File: src/design/s1ds_pkg.sv
`default_nettype none
// ----------------------------------------------------------------------------
// s1ds_pkg
// types and fixed constants shared by the row smoother and its divide unit
// ----------------------------------------------------------------------------
package s1ds_pkg;

    localparam int DATA_W     = 32;
    localparam int CNT_W      = 5;
    localparam logic [CNT_W-1:0] CNT_RESET = 5'd30;

    // mean of three: (a + b + c + 1 + 3 * 2^31) / 3 on a 34-bit unsigned word
    localparam int DIVIDEND_W = 34;
    localparam logic [DIVIDEND_W-1:0] MEAN_OFFSET = 34'h1_8000_0001;

    // radix-4 long division by three, six digits per cycle
    localparam int DIV_DIGITS = 6;
    localparam int DIV_CYCLES = 3;
    localparam int DIV_PAD_W  = 2 * DIV_DIGITS * DIV_CYCLES;
    localparam int DIV_CNT_W  = 2;

    typedef struct packed {
        logic signed [DATA_W-1:0] sample;
        logic                     last_in;
    } item_t;

    typedef struct packed {
        logic signed [DATA_W-1:0] result;
        logic                     last_out;
    } res_t;

endpackage

`default_nettype wire

File: src/design/s1ds_div3.sv
`default_nettype none
// ----------------------------------------------------------------------------
// s1ds_div3
// unsigned floor division by three, radix-4 digits, fixed cycle count
// ----------------------------------------------------------------------------
module s1ds_div3 (
    input  wire logic                                clk,
    input  wire logic                                rst_n,
    input  wire logic                                start,
    input  wire logic [s1ds_pkg::DIVIDEND_W-1:0]     dividend,
    output logic                                     done,
    output logic [s1ds_pkg::DIVIDEND_W-1:0]          quotient
);

    localparam int PW = s1ds_pkg::DIV_PAD_W;

    logic [PW-1:0]                       val_reg;
    logic [PW-1:0]                       quo_reg;
    logic [1:0]                          rem_reg;
    logic [s1ds_pkg::DIV_CNT_W-1:0]      cnt_reg;
    logic                                run_reg;
    logic                                done_reg;

    logic [PW-1:0]                       val_next;
    logic [PW-1:0]                       quo_next;
    logic [1:0]                          rem_next;

    always_comb
    begin
        logic [3:0] t;
        logic [1:0] qd;
        val_next = val_reg;
        quo_next = quo_reg;
        rem_next = rem_reg;
        t        = '0;
        qd       = '0;
        for (int i = 0; i < s1ds_pkg::DIV_DIGITS; i++)
        begin
            t = {rem_next, val_next[PW-1 -: 2]};
            if (t >= 4'd9)
            begin
                qd       = 2'd3;
                rem_next = 2'(t - 4'd9);
            end
            else if (t >= 4'd6)
            begin
                qd       = 2'd2;
                rem_next = 2'(t - 4'd6);
            end
            else if (t >= 4'd3)
            begin
                qd       = 2'd1;
                rem_next = 2'(t - 4'd3);
            end
            else
            begin
                qd       = 2'd0;
                rem_next = t[1:0];
            end
            quo_next = {quo_next[PW-3:0], qd};
            val_next = {val_next[PW-3:0], 2'b00};
        end
    end

    always_ff @(posedge clk or negedge rst_n)
    begin
        if (!rst_n)
        begin
            run_reg  <= 1'b0;
            done_reg <= 1'b0;
            cnt_reg  <= '0;
        end
        else
        begin
            done_reg <= run_reg && (cnt_reg == s1ds_pkg::DIV_CNT_W'(s1ds_pkg::DIV_CYCLES - 1));
            if (start)
            begin
                run_reg <= 1'b1;
                cnt_reg <= '0;
            end
            else if (run_reg)
            begin
                cnt_reg <= cnt_reg + 1'b1;
                if (cnt_reg == s1ds_pkg::DIV_CNT_W'(s1ds_pkg::DIV_CYCLES - 1))
                begin
                    run_reg <= 1'b0;
                end
            end
        end
    end

    always_ff @(posedge clk)
    begin
        if (start)
        begin
            val_reg <= PW'(dividend);
            quo_reg <= '0;
            rem_reg <= '0;
        end
        else if (run_reg)
        begin
            val_reg <= val_next;
            quo_reg <= quo_next;
            rem_reg <= rem_next;
        end
    end

    assign done     = done_reg;
    assign quotient = quo_reg[s1ds_pkg::DIVIDEND_W-1:0];

endmodule

`default_nettype wire

File: src/design/seidel_1d_smoother.sv
`default_nettype none
// ----------------------------------------------------------------------------
// seidel_1d_smoother
// in-place gauss-seidel smoothing of one row of q16.16 samples held in a ram
// ----------------------------------------------------------------------------
// loading takes one cycle per word; busy stays low until the word with last_in
// after that word, busy stays high for SWEEPS sweeps (four by default) of the n
// interior points and then the read-out; each point waits on the divide unit
// inside the sweep recurrence; results come one per cycle and cannot be stalled;
// the last one shows in the first idle cycle; reset empties the row and sets the
// interior count to 30
// ----------------------------------------------------------------------------
module seidel_1d_smoother #(
    parameter int POINTS = 30,
    parameter int SWEEPS = 4
) (
    input  wire logic                            clk,
    input  wire logic                            rst_n,
    input  wire logic                            start,
    output logic                                 busy,
    input  wire s1ds_pkg::item_t                 item,
    output logic                                 res_strobe,
    output s1ds_pkg::res_t                       res,
    input  wire logic                            cfg_valid,
    output logic                                 cfg_ready,
    input  wire logic [s1ds_pkg::CNT_W-1:0]      cfg_data
);

    localparam int DEPTH = POINTS + 2;
    localparam int IDX_W = $clog2(DEPTH);
    localparam int POS_W = $clog2(DEPTH + 1);
    localparam int SW_W  = (SWEEPS > 1) ? $clog2(SWEEPS) : 1;
    localparam int DW    = s1ds_pkg::DATA_W;
    localparam int UW    = s1ds_pkg::DIVIDEND_W;

    localparam logic [2:0] S_IDLE = 3'd0;
    localparam logic [2:0] S_PRE0 = 3'd1;
    localparam logic [2:0] S_PRE1 = 3'd2;
    localparam logic [2:0] S_PRE2 = 3'd3;
    localparam logic [2:0] S_PRE3 = 3'd4;
    localparam logic [2:0] S_SUM  = 3'd5;
    localparam logic [2:0] S_DIV  = 3'd6;
    localparam logic [2:0] S_EMIT = 3'd7;

    logic [DW-1:0]               mem [DEPTH];
    logic [DW-1:0]               rd_data_reg;
    logic                        rd_valid_reg;
    logic [DEPTH-1:0]            valid_reg;

    logic [2:0]                  state_reg, state_next;
    logic [POS_W-1:0]            load_pos_reg, load_pos_next;
    logic [IDX_W-1:0]            inner_reg, inner_next;
    logic [IDX_W-1:0]            pos_reg, pos_next;
    logic [SW_W-1:0]             sweep_reg, sweep_next;
    logic [s1ds_pkg::CNT_W-1:0]  count_reg;
    logic                        strobe_reg, strobe_next;
    logic                        last_reg, last_next;

    logic [DW-1:0]               left_reg, cur_reg, right_reg;

    logic                        rd_en;
    logic [IDX_W-1:0]            rd_addr;
    logic                        wr_en;
    logic [IDX_W-1:0]            wr_addr;
    logic [DW-1:0]               wr_data;
    logic                        clear_all;

    logic [IDX_W-1:0]            inner_clamped;
    logic [DW-1:0]               rd_value;
    logic                        accept;
    logic                        div_start;
    logic                        div_done;
    logic [UW-1:0]               div_quotient;
    logic [UW-1:0]               sum;
    logic [DW-1:0]               mean;

    assign accept    = start && !busy;
    assign busy      = (state_reg != S_IDLE);
    assign cfg_ready = 1'b1;
    assign rd_value  = rd_valid_reg ? rd_data_reg : '0;

    always_comb
    begin
        if (count_reg == '0)
        begin
            inner_clamped = IDX_W'(1);
        end
        else if (int'(count_reg) > POINTS)
        begin
            inner_clamped = IDX_W'(POINTS);
        end
        else
        begin
            inner_clamped = IDX_W'(count_reg);
        end
    end

    assign sum = {{(UW-DW){left_reg[DW-1]}}, left_reg}
               + {{(UW-DW){cur_reg[DW-1]}}, cur_reg}
               + {{(UW-DW){right_reg[DW-1]}}, right_reg}
               + s1ds_pkg::MEAN_OFFSET;

    // quotient is the mean biased by 2^31
    assign mean = div_quotient[DW-1:0] ^ {1'b1, {(DW-1){1'b0}}};

    s1ds_div3 u_div3 (
        .clk      (clk),
        .rst_n    (rst_n),
        .start    (div_start),
        .dividend (sum),
        .done     (div_done),
        .quotient (div_quotient)
    );

    always_comb
    begin
        state_next    = state_reg;
        load_pos_next = load_pos_reg;
        inner_next    = inner_reg;
        pos_next      = pos_reg;
        sweep_next    = sweep_reg;
        strobe_next   = 1'b0;
        last_next     = 1'b0;
        rd_en         = 1'b0;
        rd_addr       = '0;
        wr_en         = 1'b0;
        wr_addr       = '0;
        wr_data       = '0;
        clear_all     = 1'b0;
        div_start     = 1'b0;
        case (state_reg)
            S_IDLE:
            begin
                if (accept)
                begin
                    if (load_pos_reg < POS_W'(DEPTH))
                    begin
                        wr_en         = 1'b1;
                        wr_addr       = load_pos_reg[IDX_W-1:0];
                        wr_data       = item.sample;
                        load_pos_next = load_pos_reg + 1'b1;
                    end
                    if (item.last_in)
                    begin
                        inner_next = inner_clamped;
                        sweep_next = '0;
                        state_next = S_PRE0;
                    end
                end
            end
            S_PRE0:
            begin
                rd_en      = 1'b1;
                rd_addr    = IDX_W'(0);
                state_next = S_PRE1;
            end
            S_PRE1:
            begin
                rd_en      = 1'b1;
                rd_addr    = IDX_W'(1);
                state_next = S_PRE2;
            end
            S_PRE2:
            begin
                rd_en      = 1'b1;
                rd_addr    = IDX_W'(2);
                state_next = S_PRE3;
            end
            S_PRE3:
            begin
                pos_next   = IDX_W'(1);
                state_next = S_SUM;
            end
            S_SUM:
            begin
                div_start = 1'b1;
                if (pos_reg < inner_reg)
                begin
                    rd_en   = 1'b1;
                    rd_addr = pos_reg + IDX_W'(2);
                end
                state_next = S_DIV;
            end
            S_DIV:
            begin
                if (div_done)
                begin
                    wr_en   = 1'b1;
                    wr_addr = pos_reg;
                    wr_data = mean;
                    if (pos_reg == inner_reg)
                    begin
                        if (sweep_reg == SW_W'(SWEEPS - 1))
                        begin
                            pos_next   = '0;
                            state_next = S_EMIT;
                        end
                        else
                        begin
                            sweep_next = sweep_reg + 1'b1;
                            state_next = S_PRE0;
                        end
                    end
                    else
                    begin
                        pos_next   = pos_reg + 1'b1;
                        state_next = S_SUM;
                    end
                end
            end
            S_EMIT:
            begin
                rd_en       = 1'b1;
                rd_addr     = pos_reg;
                strobe_next = 1'b1;
                pos_next    = pos_reg + 1'b1;
                if (pos_reg == inner_reg + IDX_W'(1))
                begin
                    last_next     = 1'b1;
                    clear_all     = 1'b1;
                    load_pos_next = '0;
                    state_next    = S_IDLE;
                end
            end
            default:
            begin
                state_next = S_IDLE;
            end
        endcase
    end

    always_ff @(posedge clk or negedge rst_n)
    begin
        if (!rst_n)
        begin
            state_reg    <= S_IDLE;
            load_pos_reg <= '0;
            inner_reg    <= '0;
            pos_reg      <= '0;
            sweep_reg    <= '0;
            strobe_reg   <= 1'b0;
            last_reg     <= 1'b0;
            count_reg    <= s1ds_pkg::CNT_RESET;
            valid_reg    <= '0;
        end
        else
        begin
            state_reg    <= state_next;
            load_pos_reg <= load_pos_next;
            inner_reg    <= inner_next;
            pos_reg      <= pos_next;
            sweep_reg    <= sweep_next;
            strobe_reg   <= strobe_next;
            last_reg     <= last_next;
            if (cfg_valid && cfg_ready)
            begin
                count_reg <= cfg_data;
            end
            if (clear_all)
            begin
                valid_reg <= '0;
            end
            else if (wr_en)
            begin
                valid_reg[wr_addr] <= 1'b1;
            end
        end
    end

    // row ram, one write and one registered read port
    always_ff @(posedge clk)
    begin
        if (wr_en)
        begin
            mem[wr_addr] <= wr_data;
        end
        if (rd_en)
        begin
            rd_data_reg  <= mem[rd_addr];
            rd_valid_reg <= valid_reg[rd_addr];
        end
    end

    // left is the updated neighbor, cur and right come from the previous sweep
    always_ff @(posedge clk)
    begin
        case (state_reg)
            S_PRE1:
            begin
                left_reg <= rd_value;
            end
            S_PRE2:
            begin
                cur_reg <= rd_value;
            end
            S_PRE3:
            begin
                right_reg <= rd_value;
            end
            S_DIV:
            begin
                if (div_done)
                begin
                    left_reg  <= mean;
                    cur_reg   <= right_reg;
                    right_reg <= rd_value;
                end
            end
            default:
            begin
                left_reg <= left_reg;
            end
        endcase
    end

    assign res_strobe   = strobe_reg;
    assign res.result   = rd_value;
    assign res.last_out = last_reg;

endmodule

`default_nettype wire
File: config.mk
export PLATFORM = sky130hd
export DESIGN_NAME = seidel_1d_smoother
export DESIGN_NICKNAME = d
export VERILOG_FILES = /design/src/design/s1ds_pkg.sv /design/src/design/s1ds_div3.sv /design/src/design/seidel_1d_smoother.sv
export SDC_FILE = /design/constraint.sdc
export NUM_CORES = 1
export LEC_CHECK = 0
export BUFFER_PORTS_ARGS = -buffer_cell sky130_fd_sc_hd__buf_4
export CAP_MARGIN = 0
export CORE_MARGIN = 10
export CORE_UTILIZATION = 40
export CTS_BUF_LIST = sky130_fd_sc_hd__clkbuf_4 sky130_fd_sc_hd__clkbuf_8 sky130_fd_sc_hd__clkbuf_16
export DETAILED_ROUTE_END_ITERATION = 8
export GPL_TIMING_DRIVEN = 0
export PLACE_DENSITY_LB_ADDON = 0.15
export REMOVE_ABC_BUFFERS = 1
export SYNTH_ARGS = -nofsm -noshare
export SYNTH_HDL_FRONTEND = slang
export SYNTH_SLANG_ARGS = --single-unit
File: constraint.sdc
create_clock -name clk -period 9.95 [get_ports clk]
set_input_delay 1.99 -clock clk [delete_from_list [all_inputs] [get_ports clk]]
set_output_delay 1.99 -clock clk [all_outputs]
set_load 0.005 [all_outputs]
Word level (Yosys, flattened, before mapping)
Memories as Yosys holds them, arrays and structs flattened. A register that Yosys moved wholly into a read port is not among the register bits.
Index checks and enable logic that the tools add are counted.
Widths: inputs -> output; s select.
{"block": "op_classes", "addsub": 27, "n_lt_le_gt_ge": 24, "n_eq_ne": 19, "mux": 101, "bitwise_logic": 2, "reduce_logical": 24}
{"op": "$mux 32", "count": 9}
{"op": "$pmux 32 s2", "count": 4}
{"op": "$mux 2", "count": 37}
{"op": "$mux 34", "count": 2}
{"op": "$mux 5", "count": 9}
{"op": "$add 33x32->34", "count": 1}
{"op": "$add 34x33->34 const B", "count": 1}
{"op": "$add 32x32->33", "count": 1}
{"op": "$or 32x32->32", "count": 1}
{"op": "$ge 4x2->1 const B", "count": 6}
{"op": "$ge 4x3->1 const B", "count": 6}
{"op": "$ge 4x4->1 const B", "count": 6}
{"op": "$pmux 3 s8", "count": 1}
{"op": "$sub 2x2->2 const B", "count": 12}
{"op": "$mux 1", "count": 21}
{"op": "$pmux 5 s4", "count": 1}
{"op": "$mux 3", "count": 6}
{"op": "$mux 6", "count": 3}
{"op": "$pmux 5 s3", "count": 1}
{"op": "$reduce_bool 2->1", "count": 7}
{"op": "$eq 3x3->1 const B", "count": 4}
{"op": "$lt 5x6->1 const B", "count": 2}
{"op": "$ne 2x2->1 const B", "count": 6}
{"op": "$pmux 6 s2", "count": 1}
{"op": "other kinds (31)", "count": 49}
{"block": "word_totals", "ff_bits": 231, "mem_bits_rw": 1024, "out_inout_bits": 36, "mem_count": 1}
{"name": "mem", "words": 32, "word_bits": 32, "rd": 1, "rd_clocked_by_memory_dff": 1, "write_ports": 1, "line_no": "seidel_1d_smoother.sv:45", "source": "logic [DW-1:0] mem [DEPTH];"}

Longest topological paths before layout
{"block": "depth", "word_depth": 24, "ltp_mapped": 21, "ltp_nobuf": 21}

Modules after synthesis
From an unflattened synthesis, not the netlist that was laid out.
{"block": "hier_totals", "cells_unflattened": 3989, "area_unflattened_um2": 55030.3}
{"mod": "seidel_1d_smoother", "n_inst": 1, "cells_per_inst": 3537, "area_each_um2": 50432.1, "seq_area_each_um2": 36129.7}
{"mod": "s1ds_div3", "n_inst": 1, "cells_per_inst": 452, "area_each_um2": 4598.2, "seq_area_each_um2": 1881.8}

Least setup slack after synthesis
No wires, ideal clock.
{"block": "synth_timing", "kind": "input port to flip-flop", "startpoint": "in start", "endpoint": "mem mem[28][0] (netlist name), enable pin", "arrival_time_ns": 4.558, "slack_ns": 4.970, "cell_stages": 5, "n_path_buf": 1, "path_cell_list": "nor3b_1 clkbuf_1 a32oi_1 or2_2 nor2_1"}
{"block": "synth_via", "elab_chain_len": 5, "elab_cells_between_ends": 7, "cone_classes": "mux: 6; reduce/logical: 1"}
{"item": "start, declared", "line_no": "seidel_1d_smoother.sv:19", "source": "input wire logic start,"}
{"item": "$logic_and 1x1->1 *", "line_no": "seidel_1d_smoother.sv:77", "source": "assign accept = start && !busy;"}
{"item": "$mux 1", "line_no": "seidel_1d_smoother.sv:134", "source": "if (accept)"}
{"item": "$pmux 1 s2", "line_no": "seidel_1d_smoother.sv:131", "source": "case (state_reg)"}
{"item": "$mux 1", "line_no": "seidel_1d_smoother.sv:273", "source": "if (wr_en)"}
{"item": "$mux 1 (implied by the code)", "line_no": "seidel_1d_smoother.sv:275", "source": "mem[wr_addr] <= wr_data;"}
{"item": "end, declared", "line_no": "seidel_1d_smoother.sv:45"}
Mark *: on every way between the ends. The rest lies on a longest branch, timed or not.

Worst setup path in the final report
{"block": "layout_timing", "startpoint": "reg state_reg[0]", "endpoint": "reg rd_data_reg[10], read port of mem (data pin)"}
{"block": "layout_via", "elab_chain_len": 3, "elab_cells_between_ends": 8, "cone_classes": "eq/ne: 5; mux: 2; reduce/logical: 1"}
{"item": "start, declared", "line_no": "seidel_1d_smoother.sv:50", "source": "logic [2:0] state_reg, state_next;"}
{"item": "start signal, assigned", "line_no": "seidel_1d_smoother.sv:248", "source": "state_reg <= state_next;"}
{"item": "$eq 3x2->1 (tied with other cells)", "line_no": "seidel_1d_smoother.sv:131"}
{"item": "$reduce_or 4->1 (no line)"}
{"item": "$pmux 1 s2", "line_no": "seidel_1d_smoother.sv:131"}
{"item": "end, declared", "line_no": "seidel_1d_smoother.sv:46", "source": "logic [DW-1:0] rd_data_reg;"}
Several ways; a longest one is shown, not always the timed one.
A chain may end at the register's enable or synchronous reset.

==> flow_metrics.env <==
export IMPL_drive_gt1_share_pct=15.4
export IMPL_wl_met1_mm=74.7
export IMPL_drc=0
export IMPL_p_leak_nw=22.9
export IMPL_critPathKind="flip-flop to flip-flop"
export IMPL_yosysWarnings=0
export IMPL_largest_reg_flops=1024
export IMPL_grt_usage_pct=21.3
export IMPL_worstPathMaxFanout=61
export IMPL_clk_latency_ns=0.77
export IMPL_status="complete, no violations"
export IMPL_dr_wl_met3_mm=11.1
export IMPL_multiInputGateArea_mm2=0.0168
export IMPL_r2r_cells=20
export IMPL_dieArea_mm2=0.154
export IMPL_cp_arrival_ns=7.26
export IMPL_grt_pass1_wl_mm=239
export IMPL_intPower_mw=13.6
export IMPL_cts_resized=0
export IMPL_seqPwrFrac_pct=33.0
export IMPL_grt_max_degree=79
export IMPL_power_density_mw_per_mm2=331
export IMPL_grt_pass1_vias=33400
export IMPL_maxCapViolations=0
export IMPL_cp_cell_sequence="inv_1, nor2_1, nand2_2, nor2_1, nand3_1, inv_1, or2_2, a21oi_4, buf_16, buf_16, buf_16, buf_12, or2_4, buf_12, buf_16, and2_1, a211oi_1, a31oi_1, mux4_2, mux2_2"
export IMPL_syn2layout_area_growth_pct=18.1
export IMPL_cts_root_buf="clkbuf_16"
export IMPL_final_common_cell="edfxtp_1"
export IMPL_drt_iter0_markers=3375
export IMPL_period_share_pct=67.9
export IMPL_h_tree_depth=4
export IMPL_antenna_found_initial=2
export IMPL_vias_per_cell=5.80
export IMPL_cp_slowest_stage_delay_ns=0.69
export IMPL_die_h_um=393
export IMPL_fin_ws_ns=3.19
export IMPL_cts_sinks=1287
export IMPL_cp_end_kind="flip-flop"
export IMPL_synth_edf_count=1187
export IMPL_start_util_pct=40.4
export IMPL_crit_family="simple AND/OR/NAND/NOR gates"
export IMPL_ant_nets=0
export IMPL_num_rows=136
export IMPL_hpwlAfterDp_mm=108
export IMPL_cts_made_buffers=141
export IMPL_ys_ff_latch=1287
export IMPL_gr_total_overflow=0
export IMPL_netlist_area_mm2=0.0556
export IMPL_async_reset_ff_share_pct=4.97
export IMPL_register_area_mm2=0.0380
export IMPL_ys_flop_type="edfxtp_1"
export IMPL_vias=34800
export IMPL_crit_slowest_cell="dfrtp_1"
export IMPL_tns_ns=0
export IMPL_final_cell_mix="edfxtp_1, nand2_1, o21ai_0"
export IMPL_path_buf_inv=8
export IMPL_firstDrtPassIters=5
export IMPL_routed_wl_met2_mm=74.9
export IMPL_syn_avg_cell_area_um2=13.9
export IMPL_synth_cells=3991
export IMPL_slew_headroom_pct=22.6
export IMPL_core_area_mm2=0.138
export IMPL_dpl_cell_area_mm2=0.0610
export IMPL_drt_total_wl_mm=166
export IMPL_crit_cells=20
export IMPL_topRoutingLayerUsed="met4"
export IMPL_gp_congestion=0.769
export IMPL_ys_types=82
export IMPL_cts_tree="done"
export IMPL_setup_viol=0
export IMPL_worstPathRequired_ns=10.45
export IMPL_die_w_um=393
export IMPL_max_freq_ghz=0.148
export IMPL_yosysSeqAreaShare_pct=68.2
export IMPL_dp_slack_ns=3.40
export IMPL_critPathLaunchType="flip-flop"
export IMPL_slew_viol_final=0
export IMPL_fin_nets=4274
export IMPL_cts_max_path_buffers=3
export IMPL_cpMostUsedCell="buf_16"
export IMPL_routedWlPerCell_um=27.7
export IMPL_hold_path_depth=2
export IMPL_p_sw_mw=8.15
export IMPL_fill_cells=11800
export IMPL_p_comb_share_pct=42.9
export IMPL_clkPwrFrac_pct=24.1
export IMPL_worst_hold_path_type="flip-flop to flip-flop"
export IMPL_fin_skew_ns=0.0362
export IMPL_rsz0062_at_grt="no"
export IMPL_fin_area_mm2=0.0657
export IMPL_fin_hold_ws_ns=0.487
export IMPL_cts_clk_slew_worst_paths_ns=0.06
export IMPL_cts_hold_buffers=0
export IMPL_port_buffers=76
export IMPL_final_hold_viol_count=0
export IMPL_utilization_pct=47.7
export IMPL_irDropWorstVdd_v=0.000200
export IMPL_netSwitchingFraction_pct=37.5
export IMPL_worst_pin_slew_ns=1.15
export IMPL_io_pins=78
export IMPL_layout_min_cycle_time_ns=6.76
export IMPL_cts_setup_buffers=0
## cell usage after synthesis, drive strengths merged, types with 7 or more instances
cell type,count,share of area [%]
mux2i,33,0.60
and3,7,0.088
dfxtp,36,1.3
a22o,34,0.54
nor2,174,1.2
o21a,8,0.11
a21o,81,1.1
nand2,349,2.4
nor3,12,0.11
nand4,7,0.079
ha,103,2.3
a211oi,137,1.9
xnor2,27,0.44
buf,18,0.15
clkbuf,253,1.7
mux4,66,2.7
xor2,17,0.27
a21oi,56,0.53
o31ai,7,0.094
a31oi,141,1.6
fa,32,1.2
nand3,16,0.14
nand2b,11,0.12
and2,204,2.3
or3,267,3.0
dfrtp,60,2.7
nor2b,14,0.16
edfxtp,1187,64
inv,46,0.31
o211ai,138,1.9
mux2,43,0.87
o21ai,338,3.0
## final timing paths
check                                   startpoint            endpoint  slack (ns)
worst min register to register  u_div3.val_reg[22]  u_div3.val_reg[34]        0.49
worst max register to register        state_reg[0]     rd_data_reg[10]        3.19
max in group asynchronous                    rst_n      u_div3.run_reg        7.90
worst min-delay path            u_div3.val_reg[22]  u_div3.val_reg[34]        0.49
worst max-delay path                  state_reg[0]     rd_data_reg[10]        3.19
min in group asynchronous                    rst_n       valid_reg[20]        1.35
## cell type report
type,count,share of cell area [%]
sequential,1287,57.8
antenna,2,0.00762
tap,1794,3.42
inverter,47,0.268
multi-input combinational,2386,25.6
clock buffer,185,5.92
clock inverter,70,1.18
timing repair buffer,234,5.80
## worst reg2reg max path, stage by stage (launching register included)
cell and delay [ns]:
dfrtp_1 0.69, inv_1 0.27, nor2_1 0.62, nand2_2 0.45, nor2_1 0.21, nand3_1 0.38
inv_1 0.29, or2_2 0.19, a21oi_4 0.20, buf_16 0.26, buf_16 0.18, buf_16 0.19
buf_12 0.19, or2_4 0.47, buf_12 0.27, buf_16 0.22, and2_1 0.32, a211oi_1 0.24
a31oi_1 0.07, mux4_2 0.51, mux2_2 0.27
## power by group through the flow
| stage | clock network [mW] | logic, mW | registers, mW |
|---|---|---|---|
| 3_5_place_dp | 0 | 9.33 | 7.30 |
| 4_1_cts | 5.33 | 9.38 | 7.19 |
| 5_1_grt | 5.52 | 10.3 | 7.24 |
| 3_3_place_gp | 0 | 8.14 | 7.37 |
| 6_report | 5.24 | 9.33 | 7.19 |
| 2_1_floorplan | 0 | 6.36 | 7.10 |
## cells by family after synthesis
kind of cell | Yosys count | synth area share, %
AO/OA/AOI/OAI | 985 | 11.5
XOR/XNOR | 44 | 0.706
adder cells (fa/ha/maj) | 135 | 3.47
buffers and inverters | 318 | 2.17
flip-flops | 1287 | 68.2
multiplexers | 142 | 4.14
other | 1 | 0.00674
AND/OR/NAND/NOR | 1079 | 9.80
## metal layers
metal,vias up,track usage [%]
li1,15500,-
met1,17800,31.0
met2,1259,32.5
met3,280,3.28
met4,0,7.43
met5,-,0
## metrics by stage
stage	total power [mW]	cells
6_report	21.8	6005
5_1_grt	23.0	6003
4_1_cts	21.9	6003
3_5_place_dp	16.6	5748
3_3_place_gp	15.5	5590
2_1_floorplan	13.5	3720
No activity file was read; power rests on OpenSTA's default activity.
